$ cat config.mk
export PLATFORM = sky130hd
export DESIGN_NAME = bankers_sequence_unrank_unit
export DESIGN_NICKNAME = d
export VERILOG_FILES = /design/src/bsu_pkg.sv /design/src/bsu_ctrl.sv /design/src/bsu_datapath.sv /design/src/bankers_sequence_unrank_unit.sv
export SDC_FILE = /design/constraint.sdc
export NUM_CORES = 2
export LEC_CHECK = 0
export ABC_CLOCK_PERIOD_IN_PS = 25100
export BUFFER_PORTS_ARGS = -buffer_cell sky130_fd_sc_hd__buf_4
export CAP_MARGIN = 20
export CORE_MARGIN = 2
export CORE_UTILIZATION = 50
export DETAILED_ROUTE_END_ITERATION = 7
export GPL_ROUTABILITY_DRIVEN = 1
export PLACE_DENSITY = 0.66
export SLEW_MARGIN = 20
export SYNTH_ARGS = -nofsm -noshare
export SYNTH_HDL_FRONTEND = slang
export SYNTH_HIERARCHICAL = 1
export SYNTH_SLANG_ARGS = --single-unit
$ cat constraint.sdc
create_clock -name clk -period 25.1 [get_ports clk]
set_input_delay 2.51 -clock clk [delete_from_list [all_inputs] [get_ports clk]]
set_output_delay 2.51 -clock clk [all_outputs]
set_load 0.005 [all_outputs]
$ cat src/bsu_pkg.sv
// Shared types, widths and constant tables for the banker's sequence unrank unit.
package bsu_pkg;

  localparam int MW               = 32;  // position and mask width
  localparam int SW               = 6;   // set size register width
  localparam int BW               = 30;  // binomial coefficient width, C(32,16) < 2^30
  localparam int PW               = 36;  // coefficient times a factor of up to 32
  localparam int SHW              = 3;   // shift amount for a divisor of up to 32
  localparam int DEN_W            = 6;
  localparam int DEN_MAX          = 32;
  localparam int MAX_ELEMENTS_DEF = 32;
  localparam logic [SW-1:0] SET_SIZE_RESET = 6'd32;

  typedef enum logic [2:0] {
    ST_IDLE,
    ST_LEVEL_CHK,
    ST_LEVEL_DIV,
    ST_START_DIV,
    ST_EMIT_CHK,
    ST_EMIT_DIV,
    ST_DONE
  } bsu_state_t;

  typedef struct packed {
    logic load;
    logic lvl_step;
    logic start_mul;
    logic emit_take;
    logic emit_skip;
    logic div;
  } bsu_cmd_t;

  typedef struct packed {
    logic oor;
    logic lvl_done;
    logic c_zero;
    logic emit_done;
    logic take;
  } bsu_status_t;

  typedef logic [DEN_MAX:0][SHW-1:0] shift_tab_t;
  typedef logic [DEN_MAX:0][BW-1:0]  inv_tab_t;

  // Inverse of an odd value modulo 2^BW by Newton iteration; each pass doubles
  // the number of correct low bits, starting from three.
  function automatic logic [BW-1:0] odd_inverse(input logic [BW-1:0] o);
    logic [BW-1:0] x;
    x = o;
    for (int k = 0; k < 5; k++) begin
      x = x * (BW'(2) - o * x);
    end
    return x;
  endfunction

  function automatic shift_tab_t build_shift_tab();
    shift_tab_t tab;
    int         d;
    int         s;
    tab = '0;
    for (d = 1; d <= DEN_MAX; d++) begin
      s = 0;
      while (((d >> s) & 1) == 0) s++;
      tab[d] = SHW'(s);
    end
    return tab;
  endfunction

  function automatic inv_tab_t build_inv_tab();
    inv_tab_t tab;
    int       d;
    int       s;
    tab = '0;
    for (d = 1; d <= DEN_MAX; d++) begin
      s = 0;
      while (((d >> s) & 1) == 0) s++;
      tab[d] = odd_inverse(BW'(d >> s));
    end
    return tab;
  endfunction

  // A divisor d = 2^s * o splits into a right shift by s and a multiply by
  // the inverse of o, which is exact because every quotient here is exact.
  localparam shift_tab_t SHIFT_TAB = build_shift_tab();
  localparam inv_tab_t   INV_TAB   = build_inv_tab();

endpackage

$ cat src/bsu_ctrl.sv
// Controller state machine for the banker's sequence unrank unit.
module bsu_ctrl import bsu_pkg::*; (
  input  logic        clk,
  input  logic        rst,
  input  logic        start,
  input  bsu_status_t status,
  output bsu_cmd_t    cmd,
  output logic        busy,
  output logic        done
);

  bsu_state_t state, state_next;

  always_ff @(posedge clk) begin
    if (rst) begin
      state <= ST_IDLE;
    end else begin
      state <= state_next;
    end
  end

  always_comb begin
    state_next = state;
    case (state)
      ST_IDLE: begin
        if (start) state_next = ST_LEVEL_CHK;
      end
      ST_LEVEL_CHK: begin
        if (status.oor) begin
          state_next = ST_DONE;
        end else if (status.lvl_done) begin
          state_next = status.c_zero ? ST_DONE : ST_START_DIV;
        end else begin
          state_next = ST_LEVEL_DIV;
        end
      end
      ST_LEVEL_DIV: state_next = ST_LEVEL_CHK;
      ST_START_DIV: state_next = ST_EMIT_CHK;
      ST_EMIT_CHK: begin
        state_next = status.emit_done ? ST_DONE : ST_EMIT_DIV;
      end
      ST_EMIT_DIV: state_next = ST_EMIT_CHK;
      ST_DONE:     state_next = ST_IDLE;
      default:     state_next = ST_IDLE;
    endcase
  end

  always_comb begin
    cmd  = '0;
    busy = 1'b1;
    done = 1'b0;
    case (state)
      ST_IDLE: begin
        busy     = 1'b0;
        cmd.load = start;
      end
      ST_LEVEL_CHK: begin
        if (!status.oor) begin
          if (status.lvl_done) begin
            cmd.start_mul = !status.c_zero;
          end else begin
            cmd.lvl_step = 1'b1;
          end
        end
      end
      ST_LEVEL_DIV: cmd.div = 1'b1;
      ST_START_DIV: cmd.div = 1'b1;
      ST_EMIT_CHK: begin
        if (!status.emit_done) begin
          cmd.emit_take = status.take;
          cmd.emit_skip = !status.take;
        end
      end
      ST_EMIT_DIV: cmd.div = 1'b1;
      ST_DONE:     done = 1'b1;
      default: begin
        cmd = '0;
      end
    endcase
  end

  a_done_single: assert property (@(posedge clk) disable iff (rst) done |=> !done)
    else $error("result strobe held for more than one cycle");

  a_accept_busy: assert property (@(posedge clk) disable iff (rst)
    (start && !busy) |=> (busy && !done))
    else $error("accepted item did not make the unit busy");

  a_one_cmd: assert property (@(posedge clk) disable iff (rst) $onehot0(cmd))
    else $error("more than one datapath command issued");

endmodule

$ cat src/bsu_datapath.sv
// Datapath of the banker's sequence unrank unit: counters, offset, coefficient unit, mask.
module bsu_datapath import bsu_pkg::*; #(
  parameter int MAX_ELEMENTS = MAX_ELEMENTS_DEF
) (
  input  logic              clk,
  input  logic              rst,
  input  logic              cfg_we,
  input  logic [SW-1:0]     cfg_data,
  input  logic [MW-1:0]     position,
  input  bsu_cmd_t          cmd,
  output bsu_status_t       status,
  output logic [MW-1:0]     subset_mask,
  output logic              out_of_range
);

  localparam int CW = $clog2(MAX_ELEMENTS + 1);

  logic [SW-1:0]    set_size;
  logic [CW-1:0]    n_q;
  logic [CW-1:0]    c_q;
  logic [CW-1:0]    i_q;
  logic             oor_q;
  logic [MW-1:0]    e_q;
  logic [BW-1:0]    b_q;
  logic [PW-1:0]    prod_q;
  logic [SHW-1:0]   shift_q;
  logic [BW-1:0]    inv_q;
  logic [MW-1:0]    mask_q;

  logic [CW-1:0]    n_sat;
  logic             oor_calc;
  logic [CW-1:0]    num;
  logic [CW-1:0]    den;
  logic [DEN_W-1:0] den_idx;
  logic [PW-1:0]    prod_next;
  logic [PW-1:0]    shifted;
  logic [BW-1:0]    quot;
  logic [MW-1:0]    b_ext;

  always_comb begin
    if (set_size > SW'(MAX_ELEMENTS)) begin
      n_sat = CW'(MAX_ELEMENTS);
    end else begin
      n_sat = set_size[CW-1:0];
    end
  end

  assign oor_calc = (position >> n_sat) != '0;

  // Factor and divisor that step the current coefficient to the next one needed.
  always_comb begin
    num = '0;
    den = '0;
    if (cmd.lvl_step) begin
      num = n_q - c_q;
      den = c_q + CW'(1);
    end else if (cmd.start_mul) begin
      num = c_q;
      den = n_q;
    end else if (cmd.emit_take) begin
      num = c_q - CW'(1);
      den = i_q - CW'(1);
    end else if (cmd.emit_skip) begin
      num = i_q - c_q;
      den = i_q - CW'(1);
    end
  end

  assign den_idx   = DEN_W'(den);
  assign prod_next = PW'(b_q) * PW'(num);
  assign shifted   = prod_q >> shift_q;
  assign quot      = BW'(shifted[BW-1:0] * inv_q);
  assign b_ext     = MW'(b_q);

  always_ff @(posedge clk) begin
    if (rst) begin
      set_size <= SET_SIZE_RESET;
      n_q      <= '0;
      c_q      <= '0;
      i_q      <= '0;
      oor_q    <= 1'b0;
    end else begin
      if (cfg_we) set_size <= cfg_data;
      if (cmd.load) begin
        n_q   <= n_sat;
        c_q   <= '0;
        i_q   <= n_sat;
        oor_q <= oor_calc;
      end else if (cmd.lvl_step) begin
        c_q <= c_q + CW'(1);
      end else if (cmd.emit_take) begin
        c_q <= c_q - CW'(1);
        i_q <= i_q - CW'(1);
      end else if (cmd.emit_skip) begin
        i_q <= i_q - CW'(1);
      end
    end
  end

  always_ff @(posedge clk) begin
    if (cmd.load) begin
      e_q    <= position;
      b_q    <= BW'(1);
      mask_q <= '0;
    end else begin
      if (cmd.lvl_step || cmd.emit_skip) e_q <= e_q - b_ext;
      if (cmd.emit_take) mask_q <= mask_q | (MW'(1) << (i_q - CW'(1)));
      if (cmd.div) b_q <= quot;
    end
    if (cmd.lvl_step || cmd.start_mul || cmd.emit_take || cmd.emit_skip) begin
      prod_q  <= prod_next;
      shift_q <= SHIFT_TAB[den_idx];
      inv_q   <= INV_TAB[den_idx];
    end
  end

  assign status.oor       = oor_q;
  assign status.lvl_done  = (c_q >= n_q) || (e_q < b_ext);
  assign status.c_zero    = (c_q == '0);
  assign status.emit_done = (i_q == '0) || (c_q == '0);
  assign status.take      = (e_q == '0) || (b_ext > e_q);

  assign subset_mask  = mask_q;
  assign out_of_range = oor_q;

  a_c_bounded: assert property (@(posedge clk) disable iff (rst) c_q <= n_q)
    else $error("subset size count exceeds the set size");

  a_load_clears: assert property (@(posedge clk) disable iff (rst)
    cmd.load |=> (mask_q == '0 && c_q == '0))
    else $error("item start did not clear the mask and size count");

endmodule

$ cat src/bankers_sequence_unrank_unit.sv
// Top level of the banker's sequence unrank unit.
//
// Usage: write set_size through cfg_we/cfg_data while the unit is idle; reset
// sets it to 32 and values above MAX_ELEMENTS act as MAX_ELEMENTS. An item
// (position) is taken at a clock edge with start high and busy low. The unit
// finds the subset size by subtracting binomial coefficients, then walks the
// elements from bit n-1 down, taking or skipping each one.
// The result (subset_mask, out_of_range) shows for exactly one cycle with
// done high; the receiver cannot stall it, so it must take it then.
// A position of 2^n or more gives a zero mask with out_of_range set.
// Each step goes through one shared coefficient unit (a multiply by a small
// factor, registered, then an exact division by a small divisor done as a
// multiply by its inverse). busy drops in the cycle after done, so the next
// item can be accepted then. Reset returns the controller to idle with no
// result pending.
module bankers_sequence_unrank_unit import bsu_pkg::*; #(
  parameter int MAX_ELEMENTS = MAX_ELEMENTS_DEF
) (
  input  logic          clk,
  input  logic          rst,
  input  logic          cfg_we,
  input  logic [SW-1:0] cfg_data,
  input  logic          start,
  input  logic [MW-1:0] position,
  output logic          busy,
  output logic          done,
  output logic [MW-1:0] subset_mask,
  output logic          out_of_range
);

  bsu_cmd_t    cmd;
  bsu_status_t status;

  bsu_ctrl u_ctrl (
    .clk    (clk),
    .rst    (rst),
    .start  (start),
    .status (status),
    .cmd    (cmd),
    .busy   (busy),
    .done   (done)
  );

  bsu_datapath #(
    .MAX_ELEMENTS (MAX_ELEMENTS)
  ) u_datapath (
    .clk          (clk),
    .rst          (rst),
    .cfg_we       (cfg_we),
    .cfg_data     (cfg_data),
    .position     (position),
    .cmd          (cmd),
    .status       (status),
    .subset_mask  (subset_mask),
    .out_of_range (out_of_range)
  );

  a_oor_zero_mask: assert property (@(posedge clk) disable iff (rst)
    (done && out_of_range) |-> (subset_mask == '0))
    else $error("out of range item delivered with a nonzero mask");

endmodule

==> reports/summary.md <==
The via count of the first global-routing pass came out at 24,900. Setup repair after global routing left no endpoint under its margin. STA classifies the critical path endpoint as a flop.

The initial core utilization came out at 50.3%. The portion of the clock cycle consumed by the worst path in the final layout is 38.7%. For this run, the leading register cell type out of synthesis is edfxtp_1. The clock period minus worst slack was 9.72 ns; the worst-case clock skew was 0.0232 ns.

The tools report the number of ports placed on the die boundary as 77. The synthesized netlist devotes 4.54% of its cell area to XOR and XNOR gates. The total overflow left after global routing is 0. At the later pin of the worst-skew pair, clock insertion delay measures 0.47 ns.

In this run, synthesis produced a sequential element count of 191. Filler cell count in the final layout: 5,969. The final max-slew violation count came out at 0.

The run gives 0.0322 mm^2 as the area of the mapped netlist. Once the clock tree was built, the setup fixing pass inserted 0 buffers. The number of hold violations in the final report was 0.

The critical path is of the reg -> reg type. Synthesis produced a netlist whose cell count is 3,576. The largest stage delay on the critical path is 0.55 ns, and the number of antenna violations at the first check in global routing is 2. From bottom edge to top edge, the die measures 258 um. The logs give 0.0641 mm^2 for the core footprint and 0.955 for the placer's final routability congestion estimate. The worst path arrival time was 9.94 ns; the fraction of synthesized cell area taken by the top area cell type was 29.1%.

Sequential elements use 15.0% of the synthesized area. The tools report the number of hold buffers added after cts as 0. In the layout the commonest cells are 558 x inv_1, 469 x fa_1, 396 x nand2_1. The number of levels in the clock H-tree was 4. The sum of buffers and inverters on the critical path came out at 4. After synthesis, the share of flip-flops with an asynchronous set or reset is 0%.

The synthesized netlist devotes 17.6% of its cell area to simple gates. The number of nets in the layout is 4,254, and the ratio of cells with drive above 1 in the final layout is 7.55%. Before antenna repair, the detailed router went through 7 iterations. The most common library cell in the layout ignoring fill and taps was inv_1. The tree built by TritonCTS fans out to 191 sinks.

The average instance in the mapped netlist occupies 9.01 um^2. Number of buffers inserted during clock tree synthesis: 17. The tightest min-delay check is of the reg -> reg type. The largest individual stage delay along the critical path comes from the cell and3_1. For this block, the initial DRC count from the detailed router was 1,602.

The accumulated negative setup slack was 0 ns; the register clock-pin slew on the reported worst setup and hold paths was 0.09 ns. The number of antenna diodes in the final layout is 0. The count of buffers added on input and output ports is 76. In this run the worst path has a maximum fanout of 30. For the pin with the worst max-slew slack, the measured transition is 0.966 ns. The detail-routed net length per standard cell came out at 17.8 um. Setup violations remaining at the end of the flow were counted as 0.

Global routing used 24.5% of the available tracks across all layers. The logs give 132,000 um for the wire length of the first global-routing pass and 4,305 for the number of nets in the synthesized netlist. Data required time at the worst endpoint: 25.32 ns. The run gives 24,100 as the total via count after detailed routing. Across the run, the number of max-cap violations was 0.

The worst pin sits at a relative slew slack of 35.6%. Of the total synthesized cell area, the portion taken by full adders, half adders and majority gates is 37.6%. Yosys mapped a number of flops with a built-in enable equal to 101. TritonCTS built the clock tree.

The run gives 2 as the buffer depth of the longest clock path. In this run the core area contains 93 standard-cell rows. The detail route stage leaves a number of antenna-violating nets equal to 0. The share of the synthesized area in compound gates (AO/OA/AOI/OAI) came out at 10.2%. Broken down by cell family, the worst path's largest delay share belongs to compound AO/OA/AOI/OAI gates. The tools report the warning count from the yosys run as 6. The cell at the root of the clock tree was clkbuf_16. Ranked by total cell area, the synthesized netlist is headed by fa_1 29%, edfxtp_1 9.4%, ha_1 8.5%, inv_1 6.5%, dfxtp_1 5.6%. The netlist uses 86 different library cells. The HPWL after detailed placement is 61,400 um.

Entering global routing, the biggest net connects 81 pins. The multiplexer area fraction after synthesis was 6.16%; the detailed-route DRC error count was 0. The die is 258 um wide. The cell accounting for the most synthesized area was fa_1. Once the clock tree was built, the resizer swapped 0 gates to a different size. The average vias per placed instance came out at 5.49. The synthesis-to-layout area growth came out at 5.91%.

The flow ran to the end, and the final reports show no timing, DRC or antenna violations. The run gives 78,200 um as the total routed wirelength. The worst setup path is launched from a flop. The floorplan step defined a die boundary enclosing 0.0665 mm^2. The dominant combinational cell family by area after synthesis is adder cells. For the highest achievable clock rate, the log shows 0.103 GHz.
cell families (layout without fill, tap and decap cells):
family / after synthesis / after routing
mux: 132 / 132
fa+ha+maj: 687 / 687
flops: 191 / 191
xor+xnor: 163 / 163
simple gates: 1141 / 1141
buf+inv: 747 / 709
compound gates: 515 / 515
stage by stage:
stage | cells | area (um^2) | hold slack, ns | setup slack, ns | util [%]
after floorplan | 3576 | 32200 | 0.460 | 16.33 | -
after global placement | 4361 | 33500 | 0.449 | 15.63 | 52.2
after detailed placement | 4361 | 33500 | 0.459 | 15.46 | 52.2
after CTS | 4393 | 34100 | 0.480 | 15.42 | 53.3
after global routing | 4393 | 34100 | 0.507 | 14.66 | 53.3
final | 4393 | 34100 | 0.477 | 15.38 | 53.3
metal layers:
| metal | vias up | share of wire (%) | GRT usage [%] |
|---|---|---|---|
| met5 | - | 0 | 0 |
| met4 | 0 | 2.1 | 6.66 |
| met3 | 97 | 5.3 | 2.11 |
| met2 | 707 | 48 | 41.0 |
| met1 | 12000 | 45 | 34.5 |
| li1 | 11400 | - | - |
synthesized netlist by cell type (13+ instances only):
library cell	number
nand3_1	22
inv_1	558
mux2_2	33
and2_1	281
mux2i_1	48
nand2b_1	43
o21a_1	21
nor2_1	187
o21bai_1	16
xor2_1	33
edfxtp_1	101
clkbuf_1	156
buf_2	13
ha_1	218
xnor2_1	126
fa_1	469
o21ai_0	106
or3_1	21
nor3_1	38
nor2b_1	100
a21oi_1	169
dfxtp_1	90
a221oi_1	15
a21o_1	60
a211oi_1	20
nand2_1	397
mux4_2	49
worst register-to-register path, delay by kind of cell, from the launching register on:
| kind | cells | cell delay [ns] |
|---|---|---|
| AOI/OAI and AO/OA | 20 | 4.87 |
| adders and majority gates | 5 | 2.12 |
| xor gates and xnor gates | 1 | 0.07 |
| and+or+nand+nor | 7 | 1.49 |
| DFF | 1 | 0.49 |
| buffers and inverters | 4 | 0.43 |
final timing paths:
check	startpoint	slack, ns	endpoint	cells past startpoint
setup / recovery	u_datapath/b_q[2]$_SDFFE_PP0P_	15.38	u_datapath/prod_q[35]$_DFFE_PP_	37
hold / removal	u_datapath/subset_mask[7]$_SDFFE_PP0P_	0.48	u_datapath/subset_mask[7]$_SDFFE_PP0P_	2
setup reg to reg	u_datapath/b_q[2]$_SDFFE_PP0P_	15.38	u_datapath/prod_q[35]$_DFFE_PP_	37
hold reg to reg	u_datapath/subset_mask[7]$_SDFFE_PP0P_	0.48	u_datapath/subset_mask[7]$_SDFFE_PP0P_	2
final cells by class:
class / instances / area, um^2 / area share, %
flip-flops and latches: 191 / 4830 / 14.2
well taps: 855 / 1070 / 3.13
clock buffers: 17 / 425 / 1.25
repair buffers: 117 / 878 / 2.57
inverters: 560 / 2100 / 6.16
multi-input cells: 2638 / 24600 / 72.0
clock inverters: 15 / 241 / 0.707
flip-flops by register name, indices dropped and copies added (netlist names):
| name | count |
|---|---|
| u_datapath/set_size | 6 |
| u_datapath/i_q | 6 |
| u_datapath/e_q | 32 |
| u_datapath/inv_q | 30 |
| u_ctrl/state | 3 |
| u_datapath/b_q | 30 |
| u_datapath/c_q | 6 |
| u_datapath/n_q | 6 |
| u_datapath/shift_q | 3 |
| u_datapath/subset_mask | 32 |
| u_datapath/out_of_range | 1 |
| u_datapath/prod_q | 36 |
Power is not shown: default switching activity piles up to over one toggle a cycle in this logic, so the estimate is an artifact.
